`config.mk`:
```
export PLATFORM = sky130hd
export DESIGN_NAME = mtlpm_ctrl
export DESIGN_NICKNAME = d
export VERILOG_FILES = /design/src/rtl/mtlpm_pkg.sv /design/src/rtl/mtlpm_ctrl.sv
export SDC_FILE = /design/constraint.sdc
export NUM_CORES = 1
export LEC_CHECK = 0
export ABC_AREA = 1
export BUFFER_PORTS_ARGS = -buffer_cell sky130_fd_sc_hd__buf_2
export CAP_MARGIN = 25
export CORE_AREA = 4 4 41 43
export DETAILED_ROUTE_END_ITERATION = 6
export DIE_AREA = 0 0 45 47
export SYNTH_ARGS = -nofsm -noshare
export SYNTH_HDL_FRONTEND = slang
export SYNTH_SLANG_ARGS = --single-unit
```
`constraint.sdc`:
```
create_clock -name clk -period 1.2 [get_ports clk]
set_input_delay 0.18 -clock clk [delete_from_list [all_inputs] [get_ports clk]]
set_output_delay 0.18 -clock clk [all_outputs]
set_load 0.01 [all_outputs]
```
`src/rtl/mtlpm_pkg.sv`:
```
// Shared types and constants for the mount table longest prefix match core.
// Used by mtlpm_ctrl, mtlpm_dp and the top level; depends on nothing else.
package mtlpm_pkg;

  localparam logic [7:0] CHAR_SLASH = 8'h2F;
  localparam logic [7:0] CHAR_NUL   = 8'h00;

  localparam logic KIND_MOUNT   = 1'b0;
  localparam logic KIND_RESOLVE = 1'b1;

  // result status codes
  localparam logic [1:0] ST_OK       = 2'd0;
  localparam logic [1:0] ST_INVALID  = 2'd1;
  localparam logic [1:0] ST_FULL     = 2'd2;
  localparam logic [1:0] ST_NO_MATCH = 2'd1;

  localparam int SLOT_OUT_W = 4;

  // controller -> datapath
  typedef struct packed {
    logic load;       // latch the accepted item
    logic prep;       // string start / kind change handling
    logic mount;      // one mount byte
    logic scan_step;  // one slot of the resolve scan
    logic scan_end;   // finish a resolve byte
    logic load_out;   // load the result register
  } mtlpm_cmd_t;

  // datapath -> controller
  typedef struct packed {
    logic kind_resolve;
    logic c_zero;
    logic scan_last;
  } mtlpm_sts_t;

endpackage

```
`src/rtl/mtlpm_ctrl.sv`:
```
// Controller state machine: handshakes, command sequencing, result valid.
// Depends on mtlpm_pkg.
module mtlpm_ctrl (
  input  logic                  clk,
  input  logic                  rst_n,
  input  logic                  in_valid,
  output logic                  in_ready,
  output logic                  out_valid,
  input  logic                  out_ready,
  input  mtlpm_pkg::mtlpm_sts_t sts,
  output mtlpm_pkg::mtlpm_cmd_t cmd
);
  import mtlpm_pkg::*;

  typedef enum logic [4:0] {
    ST_IDLE     = 5'b00001,
    ST_PREP     = 5'b00010,
    ST_MOUNT    = 5'b00100,
    ST_SCAN     = 5'b01000,
    ST_SCAN_END = 5'b10000
  } state_t;

  state_t state_r, state_nxt;
  logic   out_valid_r, out_valid_nxt;
  logic   out_free;

  assign out_free  = !out_valid_r || out_ready;
  assign in_ready  = (state_r == ST_IDLE);
  assign out_valid = out_valid_r;

  always_comb begin
    state_nxt = state_r;
    cmd       = '0;
    unique case (state_r)
      ST_IDLE: begin
        if (in_valid) begin
          cmd.load  = 1'b1;
          state_nxt = ST_PREP;
        end
      end
      ST_PREP: begin
        cmd.prep  = 1'b1;
        state_nxt = (sts.kind_resolve == KIND_RESOLVE) ? ST_SCAN : ST_MOUNT;
      end
      ST_MOUNT: begin
        // a terminator holds here until the result register frees up
        if (!sts.c_zero) begin
          cmd.mount = 1'b1;
          state_nxt = ST_IDLE;
        end else if (out_free) begin
          cmd.mount    = 1'b1;
          cmd.load_out = 1'b1;
          state_nxt    = ST_IDLE;
        end
      end
      ST_SCAN: begin
        cmd.scan_step = 1'b1;
        if (sts.scan_last) begin
          state_nxt = ST_SCAN_END;
        end
      end
      ST_SCAN_END: begin
        if (!sts.c_zero) begin
          cmd.scan_end = 1'b1;
          state_nxt    = ST_IDLE;
        end else if (out_free) begin
          cmd.scan_end = 1'b1;
          cmd.load_out = 1'b1;
          state_nxt    = ST_IDLE;
        end
      end
      default: begin
        state_nxt = ST_IDLE;
      end
    endcase
  end

  always_comb begin
    out_valid_nxt = out_valid_r;
    if (cmd.load_out) begin
      out_valid_nxt = 1'b1;
    end else if (out_ready) begin
      out_valid_nxt = 1'b0;
    end
  end

  always_ff @(posedge clk) begin
    if (!rst_n) begin
      state_r     <= ST_IDLE;
      out_valid_r <= 1'b0;
    end else begin
      state_r     <= state_nxt;
      out_valid_r <= out_valid_nxt;
    end
  end

  a_one_item: assert property (@(posedge clk) disable iff (!rst_n)
    (in_valid && in_ready) |=> !in_ready)
    else $error("second item accepted while one is in work");

  a_out_from_term: assert property (@(posedge clk) disable iff (!rst_n)
    $rose(out_valid_r) |-> $past(state_r == ST_MOUNT || state_r == ST_SCAN_END))
    else $error("result raised outside a terminating state");

endmodule

```
==> flow_metrics.py, run 1 <==
metrics = {
    "status": {
        "status": "complete, but fails checks",
        "failed_checks": "negative setup slack",
    },
    "timing": {
        "finalCritPeriodShare_pct": 116,
        "slew_headroom_pct": 89.6,
        "max_freq_ghz": 0.717,
        "setup_tns_ps": -921,
        "worst_pin_slew_ps": 156,
        "fin_ws_ps": -194,
        "post-route-min-period_ps": 1390,
        "finClkSkew_ps": 4.04,
        "hold_violations": 0,
        "maxSlewViolCount": 0,
        "rsz0062_at_grt": "true",
        "setup-violations-final": 9,
        "whs_ps": 153,
    },
    "final_layout": {
        "layout_common_cells": "buf_2 (13), nor2_1 (8), buf_4 (8)",
        "area_delta_synth_final_pct": 66.9,
        "num_antenna_cells": 0,
        "fin_cells": 102,
        "drive_above_1_share_pct": 63.2,
        "nFillCells": 137,
        "layout.nets": 96,
        "final_common_cell": "buf_2",
    },
    "power_and_ir_drop": {
        "p_seq_share_pct": 28.9,
        "power_density_mw_per_mm2": 1390,
        "p_sw_mw": 0.357,
        "switching_share_pct": 37.8,
        "p_leak_nw": 0.389,
        "power_frac_comb_pct": 49.9,
        "p_clk_share_pct": 21.1,
        "vdd_ir_drop_max_mv": 0.689,
        "internal_power_mw": 0.587,
    },
    "yosys": {
        "syn-cell-area_um2": 408,
        "ys_warn_count": 0,
        "synth_top_area_cell": "dfxtp_1",
        "yosysSeqAreaShare_pct": 29.4,
        "ys_ff_latch": 6,
        "synth_top_area_share_pct": 29.4,
        "ys_top_cells_by_area": "dfxtp_1 (29%), nor2_1 (9.2%), inv_1 (8.3%)",
        "syn_avg_cell_area_um2": 6.91,
        "syn_inst": 59,
        "yosys.cell_types.count": 18,
        "synth_nets": 66,
    },
    "global_route": {
        "grt_pass1_wl_um": 1840,
        "grt_max_degree": 5,
        "grt-busiest-layer": "met2",
        "grt_pass1_vias": 464,
        "grt-ovfl-total": 0,
        "grt_usage_pct": 12.4,
        "antenna_found_initial": 0,
        "grt.met3_usage_pct": 2.30,
        "grt_use_met2_pct": 21.5,
        "grtUsageMet1_pct": 12.8,
    },
    "job": {
        "max-cap-violations": 0,
    },
    "routing": {
        "drt-pass1-iter-count": 4,
        "drc_errors": 0,
        "drt_wl_total_um": 1120,
        "vias_per_cell": 4.54,
        "antenna_left": 0,
        "drtIter0Drc": 12,
        "num_vias": 463,
        "wire_per_inst_um": 10.9,
    },
    "worst_setup_path": {
        "startpoint_type": "register",
        "cp.required_ps": 1020,
        "rrSetupSlack_ps": -40,
        "endpoint_kind": "output pin",
        "worstPathMaxFanout": 4,
        "crit_arrival_ps": 1210,
        "path_class": "reg -> out",
    },
    "cts": {
        "clk_latency_ps": 250,
        "cts_tree": "built",
        "cts_htree_levels": 1,
        "cts.sink_count": 6,
        "cts_root_buf": "clkbuf_4",
        "clock_path_buffers": 2,
        "path_clk_slew_ps": 50,
        "numCtsBuffers": 3,
    },
    "placed_design": {
        "placed_cells": 88,
        "gp_congestion": 0.791,
        "dpl.hpwl_um": 713,
        "port-buffer-count": 14,
        "pre_cts_slack_ps": 22.8,
    },
    "die": {
        "initial_core_util_pct": 31.3,
        "rows": 13,
        "design.die.area_mm2": 0.00212,
        "chipWidth_um": 45,
        "io_pins": 15,
        "coreArea_mm2": 0.00130,
        "fp.dieH_um": 47,
    },
    "worst_hold_path": {
        "hold_path.class": "in -> reg",
    },
}
==> cell type report <==
cell class | count | area [um^2] | area share (%)
multi-input combinational | 40 | 274 | 40.3
sequential | 6 | 130 | 19.1
timing repair buffer | 26 | 190 | 27.9
clock buffer | 3 | 22.5 | 3.31
inverter | 12 | 45.0 | 6.62
tap | 15 | 18.8 | 2.76
==> cell families after synthesis <==
family	Yosys count	share of synthesized area (%)
buffers and inverters	13	12.9
DFF	6	29.4
AOI/OAI and AO/OA	3	3.68
and+or+nand+nor	37	54.0
==> registers in the layout, summed over array words and instances (netlist names) <==
register	cells
state_r	5
out_valid	1
==> metrics by stage <==
stage	total power, mW	utilization (%)	instance area [um^2]
floorplan	0.453	-	408
finish	0.944	52.3	681
global placement	0.535	38.2	497
CTS	0.844	49.3	642
detailed placement	0.539	38.2	497
global route	1.01	52.3	681
==> cell usage after synthesis, drive strengths merged <==
cell,n
nand3,5
dfxtp,6
nor2,14
nand2,11
inv,12
nand4,4
or2,2
nor3,1
buf,1
a21oi,3
==> what timing repair did <==
action	in CTS	in global routing
buffers inserted	9	3
resized for setup	14	8
hold buffers	0	0
endpoints found under the setup margin	7	10
endpoints found under the hold margin	0	0
pin swaps	8	16
==> power groups by stage <==
stage / logic [mW] / registers [mW] / clock network [mW]
detailed placement: 0.279 / 0.260 / 0
global route: 0.517 / 0.279 / 0.213
global placement: 0.275 / 0.260 / 0
finish: 0.472 / 0.273 / 0.199
CTS: 0.381 / 0.269 / 0.194
floorplan: 0.197 / 0.255 / 0
==> layer usage <==
layer / vias to the layer above / share of wire, %
li1: 239 / -
met1: 201 / 44
met2: 20 / 47
met3: 3 / 7.1
met4: 0 / 1.8
met5: - / 0
==> final timing paths <==
check,startpoint,to,cells after the start
max,state_r[2],cmd[0],6
min,rst_n,state_r[0],2
max reg2reg,state_r[2],state_r[2],9
min reg2reg,state_r[2],state_r[2],2
==> worst max-delay path, cell delays in order (launching register included) <==
cell and delay (ps):
dfxtp_4 360, nor2_4 120, nand3_1 120, nand2_2 100, nand2_2 50, nor2_1 70
buf_2 130
Power figures use the tool's default switching activity.
==> inputs of run 2 (changes only) <==
--- a/config.mk
+++ b/config.mk
@@ -8,9 +8,9 @@
 export ABC_AREA = 1
 export BUFFER_PORTS_ARGS = -buffer_cell sky130_fd_sc_hd__buf_2
 export CAP_MARGIN = 25
-export CORE_AREA = 4 4 41 43
+export CORE_AREA = 2 2 39 41
 export DETAILED_ROUTE_END_ITERATION = 6
-export DIE_AREA = 0 0 45 47
+export DIE_AREA = 0 0 41 43
 export SYNTH_ARGS = -nofsm -noshare
 export SYNTH_HDL_FRONTEND = slang
 export SYNTH_SLANG_ARGS = --single-unit
==> flow_metrics.py, run 2 (same netlist as run 1, synthesis figures left out) <==
metrics = {
    "status": {
        "status": "complete, but fails checks",
        "failed_checks": "negative setup slack",
    },
    "die": {
        "rows": 14,
        "io_pins": 15,
        "coreArea_mm2": 0.00138,
        "chipWidth_um": 41,
        "design.die.area_mm2": 0.00176,
        "initial_core_util_pct": 29.5,
        "fp.dieH_um": 43,
    },
    "global_route": {
        "grt_pass1_wl_um": 1480,
        "grt_usage_pct": 12.6,
        "grt_max_degree": 7,
        "antenna_found_initial": 0,
        "grt_pass1_vias": 371,
        "grt-ovfl-total": 0,
    },
    "cts": {
        "clk_latency_ps": 240,
        "cts_tree": "built",
        "path_clk_slew_ps": 50,
        "holdBufCountCts": 0,
        "cts_htree_levels": 1,
        "cts_root_buf": "clkbuf_4",
        "cts.sink_count": 6,
        "clock_path_buffers": 2,
        "numCtsBuffers": 3,
    },
    "final_layout": {
        "layout_common_cells": "buf_2 (14), buf_4 (10), inv_1 (7), nor2_1 (7), nand2_1 (6)",
        "largest_reg_flops": 5,
        "area_delta_synth_final_pct": 50.0,
        "drive_above_1_share_pct": 61.2,
        "multiInputGateArea_um2": 250,
        "fin_util_pct": 44.2,
        "fin_cells": 101,
        "layout.nets": 94,
        "regMostFlops": "state_r",
        "nFillCells": 145,
        "ff_latch_area_um2": 129,
        "num_antenna_cells": 0,
        "final_common_cell": "buf_2",
    },
    "worst_setup_path": {
        "worstPathMaxFanout": 4,
        "endpoint_kind": "output pin",
        "startpoint_type": "register",
        "cp.required_ps": 1020,
        "path_class": "reg -> out",
        "crit_arrival_ps": 1220,
    },
    "routing": {
        "drtIter0Drc": 5,
        "drc_errors": 0,
        "drt_wl_total_um": 944,
        "drt-pass1-iter-count": 5,
        "wire_per_inst_um": 9.35,
        "vias_per_cell": 4.41,
        "antenna_left": 0,
        "num_vias": 445,
    },
    "placed_design": {
        "port-buffer-count": 14,
        "placed_cells": 89,
        "gp_congestion": 0.755,
        "dpl.hpwl_um": 690,
        "pre_cts_slack_ps": 17.7,
    },
    "power_and_ir_drop": {
        "p_leak_nw": 0.384,
        "vdd_ir_drop_max_mv": 0.560,
        "power_density_mw_per_mm2": 1360,
    },
    "timing": {
        "fin_ws_ps": -204,
        "max_freq_ghz": 0.712,
        "worst_pin_slew_ps": 159,
        "slew_headroom_pct": 89.4,
        "finClkSkew_ps": 3.03,
        "maxSlewViolCount": 0,
        "post-route-min-period_ps": 1400,
        "setup_tns_ps": -1140,
        "hold_violations": 0,
        "finalCritPeriodShare_pct": 117,
        "rsz0062_at_grt": "true",
        "setup-violations-final": 10,
    },
    "job": {
        "max-cap-violations": 0,
    },
    "worst_hold_path": {
        "hold_path.class": "in -> reg",
    },
}
## run 2: report_power, final
part / switching (mW) / internal, mW / leakage [nW] / total (mW)
logic: 0.195 / 0.193 / 0.319 / 0.388
registers: 0.0332 / 0.234 / 0.0509 / 0.267
clock network: 0.0665 / 0.113 / 0.0138 / 0.179
## run 2: through the flow
stage               cell area, um^2  hold WS (ps)  total power [mW]
floorplan                       408           264             0.453
global placement                498           413             0.532
detailed placement              498           408             0.534
CTS                             608           159             0.826
global route                    612           183             0.902
finish                          612           179             0.835
## run 2: final cells by class
cell class	instances	area share (%)
clock buffers	3	3.68
inverters	12	7.36
multi-input cells	40	40.9
flip-flops and latches	6	21.1
well taps	16	3.27
repair buffers	24	23.7
## run 2: path summary, 6_finish.rpt
kind                                 start          to  slack (ps)  cells after the start
worst max-delay path            state_r[0]      cmd[0]        -200                      6
worst min-delay path                 rst_n  state_r[0]         180                      2
worst max register to register  state_r[2]  state_r[0]        -110                      9
worst min register to register  state_r[2]  state_r[2]         550                      2
## run 2: repair_timing
item                       4_1_cts  5_1_grt
setup buffers                    9        0
pin swaps                        7        4
resized for setup               10        3
setup endpoints to repair        7       11
## run 2: routing by layer
layer | vias up | GRT usage [%] | share of wire, %
li1 | 236 | - | -
met1 | 196 | 15.1 | 45
met2 | 11 | 18.8 | 49
met3 | 2 | 3.14 | 4.2
met4 | 0 | 8.00 | 1.5
met5 | - | 0 | 0
## run 2: critical path, stage by stage, from the launching register on
cell and delay [ps]:
dfxtp_2 330, nor2_4 140, nand4_1 140, nand2_2 120, nand2_2 60, nor2_1 70
buf_2 130
==> inputs of run 3 (changes only) <==
--- a/config.mk
+++ b/config.mk
@@ -5,7 +5,6 @@
 export SDC_FILE = /design/constraint.sdc
 export NUM_CORES = 1
 export LEC_CHECK = 0
-export ABC_AREA = 1
 export BUFFER_PORTS_ARGS = -buffer_cell sky130_fd_sc_hd__buf_2
 export CAP_MARGIN = 25
 export CORE_AREA = 2 2 39 41
==> constraint.sdc (replaced) <==
create_clock -name clk -period 1.2 [get_ports clk]
set_input_delay 0.06 -clock clk [delete_from_list [all_inputs] [get_ports clk]]
set_output_delay 0.06 -clock clk [all_outputs]
set_load 0.01 [all_outputs]
==> flow_metrics.py, run 3 <==
metrics = {
    "status": {
        "status": "complete, but fails checks",
        "failed_checks": "negative setup slack",
    },
    "die": {
        "fp.dieH_um": 43,
        "coreArea_mm2": 0.00138,
        "chipWidth_um": 41,
        "rows": 14,
        "initial_core_util_pct": 25.9,
        "io_pins": 15,
        "design.die.area_mm2": 0.00176,
    },
    "yosys": {
        "synthArstFlopShare_pct": 0,
        "synth.most_common_cell": "dfxtp_1",
        "syn-cell-area_um2": 359,
        "syn_avg_cell_area_um2": 8.55,
        "ys_ff_latch": 6,
        "synth_edf_count": 0,
        "synth_top_area_share_pct": 33.4,
        "synth_nets": 49,
        "ys.flop_type": "dfxtp_1",
        "ys_warn_count": 0,
        "yosysSeqAreaShare_pct": 33.4,
        "ys_top_cells_by_count": "dfxtp_1 (6), a21oi_1 (3), inv_1 (3), nand2_1 (3), nor2_1 (3)",
        "ys_top_cells_by_area": "dfxtp_1 (33%), nor4b_4 (6.6%), a21oi_1 (4.2%)",
        "synth_top_area_cell": "dfxtp_1",
        "yosys.cell_types.count": 23,
        "syn_inst": 42,
    },
    "power_and_ir_drop": {
        "power_density_mw_per_mm2": 785,
        "p_leak_nw": 0.341,
        "p_seq_share_pct": 38.5,
        "power_frac_comb_pct": 29.7,
        "switching_share_pct": 26.6,
        "vdd_ir_drop_max_mv": 0.459,
        "p_total_mw": 0.573,
        "internal_power_mw": 0.421,
        "p_sw_mw": 0.152,
        "p_clk_share_pct": 31.8,
    },
    "worst_setup_path": {
        "cpMaxStageDelayCell": "a2111o_1",
        "critPathMaxStageDelay_ps": 400,
        "startpoint_type": "register",
        "cp.required_ps": 1140,
        "rrSetupSlack_ps": -30,
        "crit_chain": "nor2b_4, a2111o_1, nor3b_2, buf_2",
        "critPathBufInv": 1,
        "worstPathMaxFanout": 3,
        "endpoint_kind": "output pin",
        "crit_arrival_ps": 1400,
        "crit_family": "compound AO/OA/AOI/OAI gates",
        "path_class": "reg -> out",
    },
    "global_route": {
        "grt_usage_pct": 13.5,
        "grt_pass1_wl_um": 1570,
        "grt_max_degree": 7,
        "antenna_found_initial": 0,
        "grt_pass1_vias": 396,
        "grt-ovfl-total": 0,
    },
    "final_layout": {
        "regMostFlops": "state_r",
        "post-route-cell-area_um2": 731,
        "layout.nets": 86,
        "layout_common_cells": "buf_4 (15), buf_2 (11), buf_6 (7)",
        "area_delta_synth_final_pct": 103,
        "largest_reg_flops": 5,
        "drive_above_1_share_pct": 72.7,
        "final_common_cell": "buf_4",
        "num_antenna_cells": 0,
    },
    "routing": {
        "vias_per_cell": 4.89,
        "num_vias": 455,
        "drtIter0Drc": 2,
        "drc_errors": 0,
        "wire_per_inst_um": 12.7,
        "antenna_left": 0,
        "drt_wl_total_um": 1180,
        "drt-pass1-iter-count": 2,
    },
    "timing": {
        "post-route-min-period_ps": 1460,
        "fin_ws_ps": -263,
        "finClkSkew_ps": 1.66,
        "setup-violations-final": 9,
        "slew_headroom_pct": 84.3,
        "worst_pin_slew_ps": 232,
        "max_freq_ghz": 0.684,
        "maxSlewViolCount": 0,
        "finalCritPeriodShare_pct": 122,
        "rsz0062_at_grt": "true",
        "hold_violations": 0,
    },
    "cts": {
        "numCtsBuffers": 3,
        "clock_path_buffers": 2,
        "cts_htree_levels": 1,
        "holdBufCountCts": 0,
        "path_clk_slew_ps": 40,
        "cts.sink_count": 6,
        "cts_tree": "built",
        "clk_latency_ps": 240,
        "cts_root_buf": "clkbuf_4",
    },
    "placed_design": {
        "port-buffer-count": 14,
        "dpl.hpwl_um": 727,
        "placedInstanceArea_um2": 524,
        "gp_congestion": 0.783,
        "pre_cts_slack_ps": -21.0,
    },
    "worst_hold_path": {
        "hold_path.class": "in -> reg",
    },
    "job": {
        "max-cap-violations": 0,
    },
}
[run 3: per-layer routing]
layer,routed length [um],share of wire (%),GRT usage (%)
met3,42,3.5,3.14
met2,632,53,19.4
met1,490,41,15.5
met5,0,0,0
met4,19,1.6,12.0
[run 3: what timing repair did]
action	CTS	global route
pin swaps	5	4
gates resized for setup	21	12
setup endpoints to repair	8	8
buffers inserted	1	9
[run 3: final cells by class]
cell class | instances | area [um^2]
fillers | 141 | 653
multi-input cells | 32 | 293
repair buffers | 33 | 246
flip-flops and latches | 6 | 138
clock buffers | 3 | 22.5
well taps | 16 | 20.0
inverters | 3 | 11.3
[run 3: path summary, 6_finish.rpt]
path | from | depth (start not counted) | end
worst max-delay path | out_valid | 4 | cmd[1]
worst min register to register | out_valid | 2 | out_valid
worst min-delay path | sts[2] | 2 | state_r[2]
worst max register to register | state_r[3] | 5 | state_r[4]
[run 3: stage by stage]
step / hold WS, ps / std cells / setup TNS [ps] / util [%]
floorplan: 177 / 42 / 0 / -
global placement: 281 / 80 / -7.76 / 37.9
detailed placement: 285 / 80 / -28.7 / 37.9
CTS: 17.6 / 84 / -795 / 44.8
global route: 17.2 / 93 / -1430 / 52.8
finish: 28.6 / 93 / -842 / 52.8
[run 3: worst reg2reg max path: cells and delay by family, from the launching register on]
kind	cells	cell delay, ps
compound gates	1	150
buf+inv	2	250
flops	1	350
simple gates	2	400
[run 3: kinds of logic (layout without fill, tap and decap cells)]
| logic type | count (synthesis) | in the layout | share of synthesized area, % |
|---|---|---|---|
| DFF | 6 | 6 | 33.5 |
| AOI/OAI and AO/OA | 8 | 8 | 16.4 |
| buffers and inverters | 4 | 39 | 5.23 |
| xor gates and xnor gates | 1 | 1 | 2.44 |
| and+or+nand+nor | 23 | 23 | 42.5 |
[run 3: power groups by stage]
stage	Sequential (mW)	Clock, mW	Combinational [mW]
5_1_grt	0.222	0.210	0.182
3_5_place_dp	0.226	0	0.0934
4_1_cts	0.224	0.196	0.122
2_1_floorplan	0.224	0	0.0558
6_report	0.220	0.182	0.170
3_3_place_gp	0.225	0	0.0916
